File: src/sv/scl2x_pkg.sv
// shared types, constants and helpers for the scale2x upscaler
`timescale 1ns / 1ps
package scl2x_pkg;

   localparam int DEF_MAX_WIDTH  = 1024;
   localparam int DEF_MAX_HEIGHT = 4096;
   localparam int DEF_PIXEL_BITS = 32;

   localparam int PIX_OUT_W   = 32;
   localparam int BLOCK_COL_W = 10;
   localparam int BLOCK_ROW_W = 12;

   localparam int REQ_TDATA_W   = 32;
   localparam int RSP_FIELDS_W  = 4 * PIX_OUT_W + BLOCK_COL_W + BLOCK_ROW_W;
   localparam int RSP_TDATA_W   = ((RSP_FIELDS_W + 7) / 8) * 8;
   localparam int RSP_PAD_W     = RSP_TDATA_W - RSP_FIELDS_W;

   localparam int CSR_WIDTH_W  = 11;
   localparam int CSR_HEIGHT_W = 13;
   localparam int CSR_DEPTH_W  = 2;
   localparam int CSR_DATA_W   = 13;
   localparam int CSR_INDEX_W  = 2;

   typedef enum logic [CSR_INDEX_W-1:0] {
      CSR_IMAGE_WIDTH  = 2'd0,
      CSR_IMAGE_HEIGHT = 2'd1,
      CSR_DEPTH_MODE   = 2'd2
   } csr_index_type;

   typedef enum logic [CSR_DEPTH_W-1:0] {
      DEPTH_8  = 2'd0,
      DEPTH_16 = 2'd1,
      DEPTH_24 = 2'd2,
      DEPTH_32 = 2'd3
   } depth_type;

   typedef struct packed {
      logic [PIX_OUT_W-1:0] top_left;
      logic [PIX_OUT_W-1:0] top_right;
      logic [PIX_OUT_W-1:0] bottom_left;
      logic [PIX_OUT_W-1:0] bottom_right;
   } block_type;

   typedef struct packed {
      block_type              pix;
      logic [BLOCK_COL_W-1:0] col;
      logic [BLOCK_ROW_W-1:0] row;
      logic                   frame_end;
   } result_type;

   function automatic logic [PIX_OUT_W-1:0] depth_mask(input depth_type depth);
      logic [PIX_OUT_W-1:0] m;
      case (depth)
         DEPTH_8:  m = 32'h0000_00FF;
         DEPTH_16: m = 32'h0000_FFFF;
         DEPTH_24: m = 32'h00FF_FFFF;
         DEPTH_32: m = 32'hFFFF_FFFF;
         default:  m = 32'hFFFF_FFFF;
      endcase
      return m;
   endfunction

endpackage

File: src/sv/scl2x_rule.sv
// scale2x rule for one 2x2 output block, compares on the masked pixel bits
`timescale 1ns / 1ps
module scl2x_rule #(
   parameter int PIXEL_BITS = 32
) (
   input  logic [PIXEL_BITS-1:0] mask,
   input  logic [PIXEL_BITS-1:0] pix_b,
   input  logic [PIXEL_BITS-1:0] pix_d,
   input  logic [PIXEL_BITS-1:0] pix_e,
   input  logic [PIXEL_BITS-1:0] pix_f,
   input  logic [PIXEL_BITS-1:0] pix_h,
   output scl2x_pkg::block_type  blk
);
   import scl2x_pkg::*;

   logic [PIXEL_BITS-1:0] b, d, e, f, h;
   logic                  db, bf, dh, hf;

   always_comb begin
      b = pix_b & mask;
      d = pix_d & mask;
      e = pix_e & mask;
      f = pix_f & mask;
      h = pix_h & mask;
      db = (d == b);
      bf = (b == f);
      dh = (d == h);
      hf = (h == f);
      blk.top_left     = PIX_OUT_W'((db && !bf && !dh) ? d : e);
      blk.top_right    = PIX_OUT_W'((bf && !db && !hf) ? f : e);
      blk.bottom_left  = PIX_OUT_W'((dh && !db && !hf) ? d : e);
      blk.bottom_right = PIX_OUT_W'((hf && !dh && !bf) ? f : e);
   end

endmodule

File: config.mk
export PLATFORM = sky130hd
export DESIGN_NAME = scl2x_rule
export DESIGN_NICKNAME = d
export VERILOG_FILES = /design/src/sv/scl2x_pkg.sv /design/src/sv/scl2x_rule.sv
export SDC_FILE = /design/constraint.sdc
export NUM_CORES = 1
export LEC_CHECK = 0
export BUFFER_PORTS_ARGS = -buffer_cell sky130_fd_sc_hd__buf_2
export CAP_MARGIN = 20
export CORE_AREA = 5 5 121 123
export DETAILED_ROUTE_END_ITERATION = 7
export DIE_AREA = 0 0 126 128
export SYNTH_ARGS = -nofsm -noshare
export SYNTH_HDL_FRONTEND = slang
export SYNTH_SLANG_ARGS = --single-unit
File: constraint.sdc
create_clock -name vclk -period 3.3
set_input_delay 0.33 -clock vclk [all_inputs]
set_output_delay 0.33 -clock vclk [all_outputs]
set_load 0.01 [all_outputs]
=== Yosys cells after proc, flatten, opt, wreduce, memory -nomap -nowiden ===
Index checks and enable logic that the tools add are counted.

* Bits in read-only memories: 0
* Memories: 0
* Output and inout port bits: 128
* Latch bits: 0
* RAM bits: 0
* Flip-flop bits (word level): 0
* Bits of input ports: 192

* Reduce and logical (&&, ||, !) cells: 12
* $mul: 0
* Mux-type cells: 4
* Bitwise logic cells: 5
* Shifts and indexed selects: 0
* Order comparisons: 0
* Div/mod/pow operators: 0
* Add/sub/neg operators: 0
* Equal/unequal tests: 4

{| class="wikitable"
|+ Operator list
! kind !! count
|-
| $and A32 B32 Y32 || 5
|-
| $eq A32 B32 Y1 || 4
|-
| $mux W32 || 4
|-
| $logic_and A1 B1 Y1 || 8
|-
| $logic_not A1 Y1 || 4
|}

=== Logic depth before layout (Yosys ltp) ===
* Depth in word-level cells: 6
* Gate-level depth with buffers: 10
* Mapped depth without buffers: 7

=== Least setup slack after synthesis ===
Ideal clock, no wire load.

* Path type: input to output
* From: in mask[3]
* To: out blk[33] in the netlist's numbering
* Arrival time: 2.249 ns
* Slack: 0.721 ns
* Stages: 10
* Buffers on the path: 3
* Data required time: 2.970 ns
* Cell sequence: buf_2 > nand3b_1 > o2111ai_1 > or4_1 > nor4_2 > a31oi_1 > nand2b_1 > buf_2 > buf_4 > mux2i_1

{| class="wikitable"
|+ RTL lines
! element !! RTL line !! RTL
|-
| start, declared || scl2x_rule.sv:6 || <nowiki>input logic [PIXEL_BITS-1:0] mask,</nowiki>
|-
| end, declared || scl2x_rule.sv:12 || <nowiki>output scl2x_pkg::block_type blk</nowiki>
|}

==> flow_summary.yaml <==
worst_setup_path:
  crit_slowest_cell: "a2111oi_0"
  criticalPathCategory: "in2out"
  cp_num_buf_inv: 6
  endpoint_kind: "output pin"
  arrival_ns: 2.84
  path_cells: "buf_2, xor2_1, a22oi_1, nand4_1, a2111oi_0, buf_4, nand4_1, buf_4, nor2b_4, buf_12, buf_12, mux2i_1, buf_2"
  crit_path_start_kind: "input port"
  crit_fanout: 7
  setup.worst_path.start: "pix_f[31]"
  critPathTopFamily: "buffers and inverters"
  cpPeakStageDelay_ns: 0.44
  critPathRequiredTime_ns: 2.97
route:
  ant_nets: 0
  drtPass1Iterations: 5
  num_vias: 5611
  drtIter0Drc: 424
  routed_wl_um: 24300
  wire_per_inst_um: 24.0
  drcViolationCount: 0
  vias_per_cell: 5.56
pwr:
  power.density_mw_per_mm2: 125
  p_leak_uw: 0.00340
  sequentialPowerShare_pct: 0
  clock_power_share_pct: 0
  p_int_uw: 288
  ir_drop_mv: 0.0564
  switching_share_pct: 59.4
  p_switching_uw: 421
  pwr-share-comb_pct: 100.0
hold_path:
  min_path_type: "in2out"
  hold_start: "pix_f[27]"
  holdPathEnd: "blk[91]"
  hold_depth: 4
floorplanning:
  core_area_mm2: 0.0136
  fp.dieArea_mm2: 0.0161
  die_w_um: 126
  rows: 43
  die_h_um: 128
  io_pins: 320
  start_util_pct: 26.9
logic_synthesis:
  ys_types: 32
  yosys_warnings: 0
  syn_inst: 504
  synth_area_mm2: 0.00365
  synth_nets: 696
  avgSynthCellArea_um2: 7.25
  ys_seq_area_share_pct: 0
sta:
  drv_slew: 0
  fmax_mhz: 315
  finalHoldViolCount: 0
  tns_ns: 0
  period_share_pct: 96.1
  layout_min_cycle_time_ns: 3.17
  setup_violations: 0
  relSlewSlack_pct: 61.7
  rsz0062_at_grt: "no"
  tightest_slew_ns: 0.572
final_layout:
  nFlopsAndLatches: 0
  seqCellArea_um2: 0
  clock_buffers: 0
  final_nets: 1024
  final_cells: 1010
  area.growth.synth_to_final_pct: 54.8
  n_antenna_cell: 0
  layout-drive-gt1-share_pct: 43.0
  layout_common_cells: "buf_2, mux2i_1, nand2_1, nand3b_1, xor2_1"
  final_common_cell: "buf_2"
grt:
  grt_max_degree: 18
  grt_pass1_wl_um: 34400
  antenna_found_initial: 0
  grtUsageTotal_pct: 27.6
  grt_pass1_vias: 5683
  overflow: 0
placed_design:
  dpl.cell_count: 1010
  io_buffers: 320
  place_congestion: 1.05
  hpwl_um: 21500
run:
  maxCapViolCount: 0
run_status:
  status: "completed"
worst min-delay path, cell delays in order:
cell,delay (ns)
buf_2,0.12
nand2_1,0.08
mux2i_1,0.06
buf_2,0.13
timing repair:
action                                  CTS  global route
endpoints found under the setup margin    0            55
buffers inserted                          0             0
gates resized for setup                   0             1
hold buffers                              0             0
hold endpoints to repair                  0             0
area by class of cell:
cell class,count,area [µm²]
fillers,1530,7900
multi-input cells,481,3510
well taps,180,225
repair buffers,349,1920
how the worst max path moves through the flow:
| stage | cells past startpoint | slack, ns | to |
|---|---|---|---|
| 6_report | 13 | 0.13 | blk[81] |
| 5_1_grt | 13 | 0.03 | blk[81] |
| 4_1_cts | 11 | 0.06 | blk[27] |
| 3_5_place_dp | 11 | 0.06 | blk[27] |
| 3_3_place_gp | 11 | 0.07 | blk[27] |
| 2_1_floorplan | 10 | 0.72 | blk[33] |
synthesized netlist by cell type (2+ instances only):
cell type,instances,area (µm²)
o21ai_0,9,45.0
a22oi_1,23,173
xor2_1,53,464
buf_4,9,67.6
nor3_1,4,20.0
nand4_1,10,62.6
nor4_1,5,31.3
o22ai_1,29,181
a2111oi_0,2,17.5
or3_1,3,18.8
nor2_1,2,7.51
a22o_1,2,17.5
clkbuf_1,2,7.51
nand2_1,119,447
o221ai_1,4,35.0
buf_6,5,56.3
buf_2,7,35.0
o2111ai_1,12,105
or2_2,2,12.5
nand3b_1,61,458
or4_1,3,22.5
mux2i_1,128,1280
power by group through the flow:
stage	sequential, µW	clock [µW]	combinational [µW]
2_1_floorplan	0	0	309
3_3_place_gp	0	0	696
3_5_place_dp	0	0	697
4_1_cts	0	0	701
5_1_grt	0	0	759
6_report	0	0	709
kinds of logic (layout without fill, tap and decap cells):
family,Yosys count,count (layout),share of synthesized area (%)
AOI/OAI and AO/OA,84,84,16.5
xor gates and xnor gates,53,53,12.7
and+or+nand+nor,216,216,31.1
muxes,128,128,35.1
buffers and inverters,23,349,4.55
stage by stage:
stage	power, µW	hold WS (ns)	instance area, µm²	util, %	worst slack (ns)
after global routing	759	1.08	5660	41.7	0.0308
after detailed placement	697	1.06	5660	41.7	0.0633
final	709	1.06	5660	41.7	0.130
after floorplan	309	0.810	3650	-	0.721
after global placement	696	1.06	5660	41.7	0.0723
after CTS	701	1.06	5660	41.7	0.0562
per-layer routing:
layer / vias up / GRT usage, % / wire, µm
met5: - / 0 / 0
met4: 0 / 6.12 / 712
met3: 59 / 5.08 / 2140
met2: 355 / 50.6 / 11900
met1: 2611 / 33.4 / 9560
li1: 2586 / - / -
(Power assumes the default switching activity.)
