**config.mk**
```make
export PLATFORM = sky130hd
export DESIGN_NAME = scl2x_result_buf
export DESIGN_NICKNAME = d
export VERILOG_FILES = /design/src/sv/scl2x_pkg.sv /design/src/sv/scl2x_result_buf.sv
export SDC_FILE = /design/constraint.sdc
export NUM_CORES = 1
export LEC_CHECK = 0
export ABC_AREA = 1
export BUFFER_PORTS_ARGS = -buffer_cell sky130_fd_sc_hd__buf_2
export CAP_MARGIN = 20
export CORE_AREA = 2 2 241 243
export DETAILED_ROUTE_END_ITERATION = 10
export DIE_AREA = 0 0 243 245
export HOLD_SLACK_MARGIN = 0.12
export PLACE_DENSITY = 0.64
export SETUP_SLACK_MARGIN = 0.1
export SLEW_MARGIN = 20
export SYNTH_ARGS = -nofsm -noshare
export SYNTH_HDL_FRONTEND = slang
export SYNTH_SLANG_ARGS = --single-unit
export TNS_END_PERCENT = 10
```
**constraint.sdc**
```tcl
create_clock -name clock -period 1.8 [get_ports clock]
set_input_delay 0.27 -clock clock [delete_from_list [all_inputs] [get_ports clock]]
set_output_delay 0.27 -clock clock [all_outputs]
set_load 0.1 [all_outputs]
```
**src/sv/scl2x_pkg.sv**
```systemverilog
// shared types, constants and helpers for the scale2x upscaler
`timescale 1ns / 1ps
package scl2x_pkg;

   localparam int DEF_MAX_WIDTH  = 1024;
   localparam int DEF_MAX_HEIGHT = 4096;
   localparam int DEF_PIXEL_BITS = 32;

   localparam int PIX_OUT_W   = 32;
   localparam int BLOCK_COL_W = 10;
   localparam int BLOCK_ROW_W = 12;

   localparam int REQ_TDATA_W   = 32;
   localparam int RSP_FIELDS_W  = 4 * PIX_OUT_W + BLOCK_COL_W + BLOCK_ROW_W;
   localparam int RSP_TDATA_W   = ((RSP_FIELDS_W + 7) / 8) * 8;
   localparam int RSP_PAD_W     = RSP_TDATA_W - RSP_FIELDS_W;

   localparam int CSR_WIDTH_W  = 11;
   localparam int CSR_HEIGHT_W = 13;
   localparam int CSR_DEPTH_W  = 2;
   localparam int CSR_DATA_W   = 13;
   localparam int CSR_INDEX_W  = 2;

   typedef enum logic [CSR_INDEX_W-1:0] {
      CSR_IMAGE_WIDTH  = 2'd0,
      CSR_IMAGE_HEIGHT = 2'd1,
      CSR_DEPTH_MODE   = 2'd2
   } csr_index_type;

   typedef enum logic [CSR_DEPTH_W-1:0] {
      DEPTH_8  = 2'd0,
      DEPTH_16 = 2'd1,
      DEPTH_24 = 2'd2,
      DEPTH_32 = 2'd3
   } depth_type;

   typedef struct packed {
      logic [PIX_OUT_W-1:0] top_left;
      logic [PIX_OUT_W-1:0] top_right;
      logic [PIX_OUT_W-1:0] bottom_left;
      logic [PIX_OUT_W-1:0] bottom_right;
   } block_type;

   typedef struct packed {
      block_type              pix;
      logic [BLOCK_COL_W-1:0] col;
      logic [BLOCK_ROW_W-1:0] row;
      logic                   frame_end;
   } result_type;

   function automatic logic [PIX_OUT_W-1:0] depth_mask(input depth_type depth);
      logic [PIX_OUT_W-1:0] m;
      case (depth)
         DEPTH_8:  m = 32'h0000_00FF;
         DEPTH_16: m = 32'h0000_FFFF;
         DEPTH_24: m = 32'h00FF_FFFF;
         DEPTH_32: m = 32'hFFFF_FFFF;
         default:  m = 32'hFFFF_FFFF;
      endcase
      return m;
   endfunction

endpackage

```
**src/sv/scl2x_result_buf.sv**
```systemverilog
// result register: holds up to three blocks of one request and hands them out in order
`timescale 1ns / 1ps
module scl2x_result_buf (
   input  logic                                  clock,
   input  logic                                  reset,
   input  logic                                  load,
   input  logic [2:0]                            load_en,
   input  scl2x_pkg::result_type [2:0]           load_items,
   output logic                                  free,
   output logic                                  rsp_tvalid,
   input  logic                                  rsp_tready,
   // tl[31:0], tr[63:32], bl[95:64], br[127:96], col[137:128], row[149:138], zero pad
   output logic [scl2x_pkg::RSP_TDATA_W-1:0]     rsp_tdata,
   output logic                                  rsp_tlast,
   // frame_end
   output logic                                  rsp_tuser
);
   import scl2x_pkg::*;

   result_type [2:0] items_ff;
   logic [2:0]       pend_ff, pend_in;
   logic [1:0]       slot;
   logic [2:0]       slot_bit;
   logic             take, last_one;
   result_type       cur;

   always_comb begin
      if (pend_ff[0]) begin
         slot = 2'd0;
      end else if (pend_ff[1]) begin
         slot = 2'd1;
      end else begin
         slot = 2'd2;
      end
      slot_bit   = 3'd1 << slot;
      cur        = items_ff[slot];
      rsp_tvalid = (pend_ff != 3'd0);
      take       = rsp_tvalid && rsp_tready;
      last_one   = rsp_tvalid && ((pend_ff & (pend_ff - 3'd1)) == 3'd0);
      free       = !rsp_tvalid || (take && last_one);
      if (load) begin
         pend_in = load_en;
      end else if (take) begin
         pend_in = pend_ff & ~slot_bit;
      end else begin
         pend_in = pend_ff;
      end
      rsp_tdata = {{RSP_PAD_W{1'b0}}, cur.row, cur.col, cur.pix.bottom_right,
                   cur.pix.bottom_left, cur.pix.top_right, cur.pix.top_left};
      rsp_tlast = last_one;
      rsp_tuser = cur.frame_end;
   end

   always_ff @(posedge clock) begin
      if (reset) begin
         pend_ff <= 3'd0;
      end else begin
         pend_ff <= pend_in;
      end
   end

   always_ff @(posedge clock) begin
      if (load) begin
         items_ff <= load_items;
      end
   end

endmodule

```
Yosys cells after proc, flatten, opt, wreduce, memory -nomap -nowiden
Cells that the tools add are included.

Reductions and logical operators: 8. Shift operators: 1. Bitwise gates (word level): 3. Mux-type cells: 6. Add/sub/neg operators: 1. $lt $le $gt $ge: 1.

Operators with widths (count): binary-select mux 151 bit (select 2 bit) (1); two-way mux 151 bit (1); AND 3 bit (2); two-way mux 3 bit (2); two-way mux 2 bit (2); logical AND 1 bit (3); logical NOT 3 bit (1); < comparator 2 x 3 -> 1 bit (second input constant) (1); NOT 3 bit (1); nonzero test 3 bit (1); left shift 1 x 2 -> 3 bit (first input constant) (1); subtractor 3 x 1 -> 3 bit (second input constant) (1); nonzero test 2 bit (1); logical NOT 1 bit (1); logical OR 1 bit (1).

Bits of input ports: 460. Register bits after elaboration: 456.

Longest topological paths before layout
Gate-level depths: netlist of run 1.

Depth in word-level cells: 7. Depth in mapped cells: 6.

Least setup slack after synthesis of run 1
Ideal clock, no wire load.

Kind: flip-flop to output port. From: register pend_ff[1]. To: output port free. Arrival time: 3.398 ns. Cell stages (with the launch flop): 7. Slack: -1.868 ns. Path through: dfxtp_1 -> nor2_4 -> nand2_1 -> nand2_1 -> nor2_1 -> nand2_1 -> nand2_1.

RTL lines: from (decl) (line scl2x_result_buf.sv:21) `logic [2:0] pend_ff, pend_in;`; from (signal assigned) (line scl2x_result_buf.sv:58) `pend_ff <= pend_in;`; nonzero test 3 bit (line scl2x_result_buf.sv:37) `rsp_tvalid = (pend_ff != 3'd0);`; named net rsp_tvalid (line scl2x_result_buf.sv:10) `output logic rsp_tvalid,`; logical AND 1 bit (line scl2x_result_buf.sv:39) `last_one = rsp_tvalid && ((pend_ff & (pend_ff - 3'd1)) == 3'd0);`; named net rsp_tlast (line scl2x_result_buf.sv:14) `output logic rsp_tlast,`; logical AND 1 bit (line scl2x_result_buf.sv:40) `free = !rsp_tvalid || (take && last_one);`; logical OR 1 bit (line scl2x_result_buf.sv:40); to (decl) (line scl2x_result_buf.sv:9) `output logic free,`.

The timed path passes the listed nets, and every way through them passes these cells.

Worst setup path after layout of run 1
From: register pend_ff[0]. To: output port rsp_tdata[47] (netlist bit).

Cells in the longest elaborated chain, start to end: 3.

Ends and longest elaborated chain: two-way mux 2 bit (line scl2x_result_buf.sv:28) `if (pend_ff[0]) begin`; binary-select mux 151 bit (select 2 bit) (line scl2x_result_buf.sv:36) `cur = items_ff[slot];`; two-way mux 151 bit (not written as such) (line scl2x_result_buf.sv:36); to (decl) (line scl2x_result_buf.sv:13) `output logic [scl2x_pkg::RSP_TDATA_W-1:0] rsp_tdata,`.

Every way passes these cells. The select of a mux whose other input is x is not followed.

==> impl_metrics.yaml, run 1 <==
timing:
  slew_viol_final: 0
  period_share: 1.27
  layout_min_cycle_time_ps: 2280
  worst_clock_skew_ps: 1.39
  setup_ws_ps: -481
  setup_violations: 154
  finalHoldViolations: 0
  rsz0062_at_grt: "true"
  holdWs_ps: 402
  timing.fmax_ghz: 0.438
drt:
  detailroute.via_count: 14271
  wire_per_inst_um: 21.1
  drcViolationCount: 0
  detail-route-antenna-nets: 0
  drt_pass1_iterations: 5
  via_per_inst: 4.62
  initialDrtViolationCount: 848
  route.final.wire_length_um: 65300
worst_setup_path:
  critical_path.endpoint: "rsp_tdata[47]"
  timing_worst_setup_path_type: "flop to output pin"
  setup.worst_path.start: "pend_ff[0]$_SDFFE_PP0P_"
  regToRegEndpoint: "pend_ff[0]$_SDFFE_PP0P_"
  crit_fanout: 6
  critPathCaptureType: "output pin"
  reg2reg_slack_ps: 460
  cp_data_arrival_time_ps: 2010
  crit-reg2reg-launch: "pend_ff[0]$_SDFFE_PP0P_"
  worst-endpoint-required_ps: 1530
  startpoint_class_of_the_critical_path: "flop"
  r2r.worst_path.cells: 7
clocking:
  clock_tree.root_cell: "clkbuf_16"
  tritoncts_clock_tree: "done"
  clock_tree.htree_level_count: 2
  clock_sinks: 456
  worstSkewPairLatency_ps: 560
  clockBufferDepth: 3
  clock_buffer_count_from_cts: 46
  clk_pin_slew_worst_paths_ps: 60
outcome:
  violations: "setup timing"
  run_status: "finished with violations"
global_route:
  wire_length_of_the_first_global_routing_pass_um: 95000
  pin_count_of_the_biggest_net_entering_global_routing: 78
  grt_use_total: 0.212
  antenna_found_initial: 3
  grt_pass1_vias: 15411
  gr-total-overflow: 0
final_layout:
  nets: 2746
  nFillCells: 4174
  seq_area_um2: 13700
  area_delta_synth_final_pct: 86.3
  combined_area_of_the_multi_input_logic_cells_um2: 3620
  final_util: 0.540
  post-route-cell-area_um2: 30800
  post_route_cells_drive_above_1_share: 0.406
job:
  timing.max_cap.violations: 0
place:
  final_gp_congestion: 0.891
  port_buffers: 613
  dp_hpwl_um: 38900
  post-place-ws_ps: -57.6
  post_dp_cell_area_um2: 23400
power:
  total_switching_power_w: 0.00992
  clockPowerShare: 0.311
  comb_power_share: 0.279
  p_int_w: 0.0216
  ir_worst_vdd_mv: 0.824
  pwr_density_cell_nw_per_um2: 1020
  static-leakage-power_nw: 12.9
  seq_power_share: 0.410
  p_sw_frac: 0.314
yosys:
  synth.yosys.seq_area_share: 0.827
  synth_top_cells_by_area: "edfxtp_1, nand2_1, nand3_1"
  number_of_register_bits_inferred_by_synthesis: 456
  synth_top_cell_by_area: "edfxtp_1"
  number_of_synthesis_warnings: 0
  synth_cells: 1141
  netlist.area_leader.share: 0.823
  synthDistinctLibCells: 15
  post_synth_instance_area_um2: 16500
  postSynthAreaPerCell_um2: 14.5
floorplan:
  die_area_um2: 59500
  die_width_um: 243
  starting_density_of_the_core: 0.290
  dieHeight_um: 245
  top_level_ports: 616
  num_rows: 88
  core_area_um2: 57000
min_path:
  holdCritPathClass: "input port to flop"
-- power by group through the flow --
stage | clock network, W | logic [W] | registers (W)
after floorplan | 0 | 0.00407 | 0.0130
after global placement | 0 | 0.00739 | 0.0131
after detailed placement | 0 | 0.00745 | 0.0131
after CTS | 0.00985 | 0.00861 | 0.0129
after global routing | 0.0104 | 0.00904 | 0.0130
final | 0.00983 | 0.00880 | 0.0129
-- metal layers --
| metal | routed length (um) | global-route usage | vias to the layer above |
|---|---|---|---|
| li1 | - | - | 6335 |
| met1 | 23000 | 0.243 | 6847 |
| met2 | 32700 | 0.367 | 922 |
| met5 | 13 | 0 | - |
| met3 | 5780 | 0.0494 | 165 |
| met4 | 3790 | 0.113 | 2 |
-- layout by cell type, fill, tap and decap left out --
| cell | count |
|---|---|
| nand3_2 | 126 |
| nor2_4 | 3 |
| buf_16 | 4 |
| nand2_4 | 10 |
| o21ai_0 | 1 |
| clkbuf_1 | 5 |
| dlygate4sd3_1 | 459 |
| a21oi_1 | 2 |
| bufbuf_16 | 2 |
| conb_1 | 2 |
| inv_2 | 1 |
| clkbuf_16 | 50 |
| nand3_4 | 18 |
| buf_12 | 173 |
| nand3b_1 | 1 |
| nand2_2 | 26 |
| edfxtp_1 | 453 |
| clkinv_1 | 14 |
| clkinvlp_4 | 3 |
| buf_2 | 458 |
| bufinv_16 | 5 |
| diode_2 | 1 |
| buf_8 | 2 |
| buf_4 | 30 |
| nor2_1 | 1 |
| nand2_8 | 2 |
| clkinv_2 | 10 |
| nand3_1 | 11 |
| buf_6 | 18 |
| dfxtp_1 | 1 |
| inv_1 | 4 |
| dfxtp_4 | 2 |
| nand2_1 | 427 |
-- sequential cells by signal (all words and copies together) (netlist names) --
register,flops
pend_ff,3
items_ff,453
-- worst max-delay path: stages, from the launching register on --
cell	delay (ps)
dfxtp_4	370
nor2_4	140
buf_12	150
buf_16	150
buf_12	140
clkbuf_16	150
nand2_1	70
nand3_2	80
buf_12	180
-- how the worst min path moves through the flow --
stage / from / end / slack, ps / depth (start not counted)
final: load_items[336] / items_ff[336]$_DFFE_PP_ / 400 / 2
after global routing: load_items[375] / items_ff[375]$_DFFE_PP_ / 380 / 2
after CTS: load_items[243] / items_ff[243]$_DFFE_PP_ / 360 / 2
after detailed placement: load_items[142] / items_ff[142]$_DFFE_PP_ / 450 / 1
after global placement: load_items[43] / items_ff[43]$_DFFE_PP_ / 450 / 1
after floorplan: reset / pend_ff[0]$_SDFFE_PP0P_ / 340 / 1
-- final cells by class --
type,count,share of cell area
Multi-Input combinational cell,630,0.117
Clock inverter,32,0.00894
Tap cell,765,0.0311
Inverter,5,0.000609
Timing Repair Buffer,1147,0.357
Clock buffer,54,0.0404
Sequential cell,456,0.444
Antenna cell,1,0.0000813
-- per-stage QoR --
| step | cells | total power [W] | TNS, ps |
|---|---|---|---|
| 3_3_place_gp | 2532 | 0.0205 | -133 |
| 2_1_floorplan | 1142 | 0.0171 | -25690 |
| 6_report | 3090 | 0.0316 | -60530 |
| 4_1_cts | 3086 | 0.0313 | -64270 |
| 5_1_grt | 3090 | 0.0324 | -75080 |
| 3_5_place_dp | 2532 | 0.0205 | -70.4 |
-- cells by family after synthesis --
kind of cell,Yosys count,synth area share
AO/OA/AOI/OAI,3,0.000908
other,1,0.000227
buffers and inverters,56,0.0176
AND/OR/NAND/NOR,625,0.155
flip-flops,456,0.827
-- what timing repair did --
item	CTS	global route
pin swaps	46	7
cloned	3	1
buffers inserted	6	2
hold endpoints to repair	464	0
resized for setup	182	48
hold buffers	459	0
setup endpoints to repair	154	154
-- cell usage after synthesis, drive strengths merged --
cell type  number
nand3         155
nand3b          1
inv             5
nand2         465
buf            38
edfxtp        453
nor2            4
conb            1
dfxtp           3
clkbuf         13
o21ai           1
a21oi           2
(Power assumes the default switching activity.)
==> run 2: changes to the inputs <==
- CELL_PAD_IN_SITES_DETAIL_PLACEMENT: default -> 0
- CELL_PAD_IN_SITES_GLOBAL_PLACEMENT: default -> 2
- CORE_AREA: 2 2 241 243 -> 2 2 237 239
- DIE_AREA: 0 0 243 245 -> 0 0 239 241
- PLACE_DENSITY: 0.64 -> 0.87
==> run 2 against run 1 <==
- the run still ends with setup timing left
- non-clock buffer count rose by 14
- largest cell class unchanged
- sequential power about the same
- critical path depth is 1 higher
- wire length shrank 1.4%
- critical endpoint is now rsp_tdata[31]
- clock skew up 2.3 ps
==> impl_metrics.yaml, run 2 (same netlist as run 1, synthesis figures left out) <==
outcome:
  run_status: "finished with violations"
  violations: "setup timing"
final_layout:
  post-route-cell-area_um2: 31500
  layout.cells.most_common_list: "dlygate4sd3_1, buf_2, edfxtp_1"
  largest_register_ff_count: 453
  nets: 2763
  area_delta_synth_final_pct: 90.4
  post_route_cells_drive_above_1_share: 0.437
  mostFrequentLayoutCell: "dlygate4sd3_1"
  reg_top3: "items_ff: 453 flops, pend_ff: 3 flops"
  stdcell_count: 3055
  regMostFlops: "items_ff"
drt:
  route.final.wire_length_um: 64400
  wire_per_inst_um: 21.1
  initialDrtViolationCount: 798
  detail-route-antenna-nets: 0
  detailroute.via_count: 14109
  via_per_inst: 4.62
  drt_pass1_iterations: 4
  drcViolationCount: 0
timing:
  slew_viol_final: 0
  setup_ws_ps: -425
  rsz0062_at_grt: "true"
  timing.fmax_ghz: 0.449
  layout_min_cycle_time_ps: 2230
  finalHoldViolations: 0
  setup_violations: 154
  period_share: 1.24
  worst_clock_skew_ps: 3.65
clocking:
  worstSkewPairLatency_ps: 580
  clock_buffer_count_from_cts: 49
  clk_pin_slew_worst_paths_ps: 70
  clockBufferDepth: 3
  clock_tree.root_cell: "clkbuf_16"
  clock_tree.htree_level_count: 2
  tritoncts_clock_tree: "done"
  clock_sinks: 456
place:
  dp_hpwl_um: 37900
  final_gp_congestion: 0.829
  post_dp_cell_area_um2: 23400
  post-place-ws_ps: -3.42
  port_buffers: 613
  dp_cells: 2465
floorplan:
  core_area_um2: 54900
  num_rows: 86
  die_width_um: 239
  dieHeight_um: 241
  starting_density_of_the_core: 0.301
  top_level_ports: 616
  die_area_um2: 57600
global_route:
  wire_length_of_the_first_global_routing_pass_um: 90600
  gr-total-overflow: 0
  grt_pass1_vias: 15491
  antenna_found_initial: 9
  grt_use_total: 0.212
  pin_count_of_the_biggest_net_entering_global_routing: 55
worst_setup_path:
  cpLargestDelayFamily: "buffers and inverters"
  crit_fanout: 7
  worst_path_most_repeated_cell: "buf_12"
  cp_data_arrival_time_ps: 1960
  cpPeakStageDelay_ps: 380
  timing_worst_setup_path_type: "flop to output pin"
  cpMaxStageDelayCell: "dfxtp_4"
  startpoint_class_of_the_critical_path: "flop"
  worst-endpoint-required_ps: 1530
  worstPathBufferInverterCount: 6
  worstPathCellList: "inv_4, nor2_4, buf_12, buf_16, buf_6, nand2_1, nand3_2, buf_12, buf_12"
  critPathCaptureType: "output pin"
power:
  ir_worst_vdd_mv: 0.838
  static-leakage-power_nw: 13.2
  pwr_density_cell_nw_per_um2: 1000
  power.total_w: 0.0315
min_path:
  holdCritPathClass: "input port to flop"
job:
  timing.max_cap.violations: 0
## run 2: changes by cell type in the layout (fill, tap and decap cells not counted), moves of 10 or more
cell     change
nand2_1     -57
nand2_2     +47
buf_4       -10
nand2_4     +10
## run 2: what timing repair did
| action | in CTS | in global routing |
|---|---|---|
| endpoints found under the setup margin | 154 | 154 |
| pin swaps | 25 | 37 |
| gates cloned | 7 | 6 |
| hold buffers | 459 | 0 |
| gates resized for setup | 189 | 131 |
| setup buffers | 17 | 3 |
| endpoints found under the hold margin | 461 | 0 |
## run 2: where the power goes
part           internal, W  switching, W  leakage, nW  total [W]
Clock              0.00544       0.00419        0.750    0.00963
Sequential          0.0126      0.000312         4.46     0.0129
Combinational      0.00352       0.00541         8.03    0.00893
Total               0.0216       0.00991         13.2     0.0315
## run 2: routing by layer
layer	vias to the layer above	GRT usage	part of all wire
li1	6393	-	-
met1	6824	0.228	0.36
met2	721	0.388	0.52
met3	169	0.0543	0.076
met4	2	0.100	0.046
met5	-	0	0.00029
## run 2: through the flow
| stage | hold slack [ps] | util | setup TNS [ps] |
|---|---|---|---|
| finish | 399 | 0.573 | -57670 |
| detailed placement | 448 | 0.427 | -3.42 |
| floorplan | 339 | - | -25690 |
| global route | 362 | 0.573 | -72930 |
| CTS | 343 | 0.560 | -70170 |
| global placement | 447 | 0.427 | 0 |
## run 2: final timing paths
check / cells after the start / slack, ps / end / start
setup / recovery: 9 / -430 / rsp_tdata[31] / pend_ff[1]$_SDFFE_PP0P_
hold / removal: 2 / 400 / items_ff[343]$_DFFE_PP_ / load_items[343]
setup reg to reg: 8 / 410 / pend_ff[1]$_SDFFE_PP0P_ / pend_ff[1]$_SDFFE_PP0P_
hold reg to reg: 4 / 590 / pend_ff[2]$_SDFFE_PP0P_ / pend_ff[2]$_SDFFE_PP0P_
## run 2: layout make-up
type	instances	area (um2)
tap	704	881
fill	3939	23400
inverter	5	21.3
clock buffer	58	1300
antenna	9	22.5
clock inverter	32	205
multi-input combinational	630	3870
timing repair buffer	1161	11500
sequential	456	13700
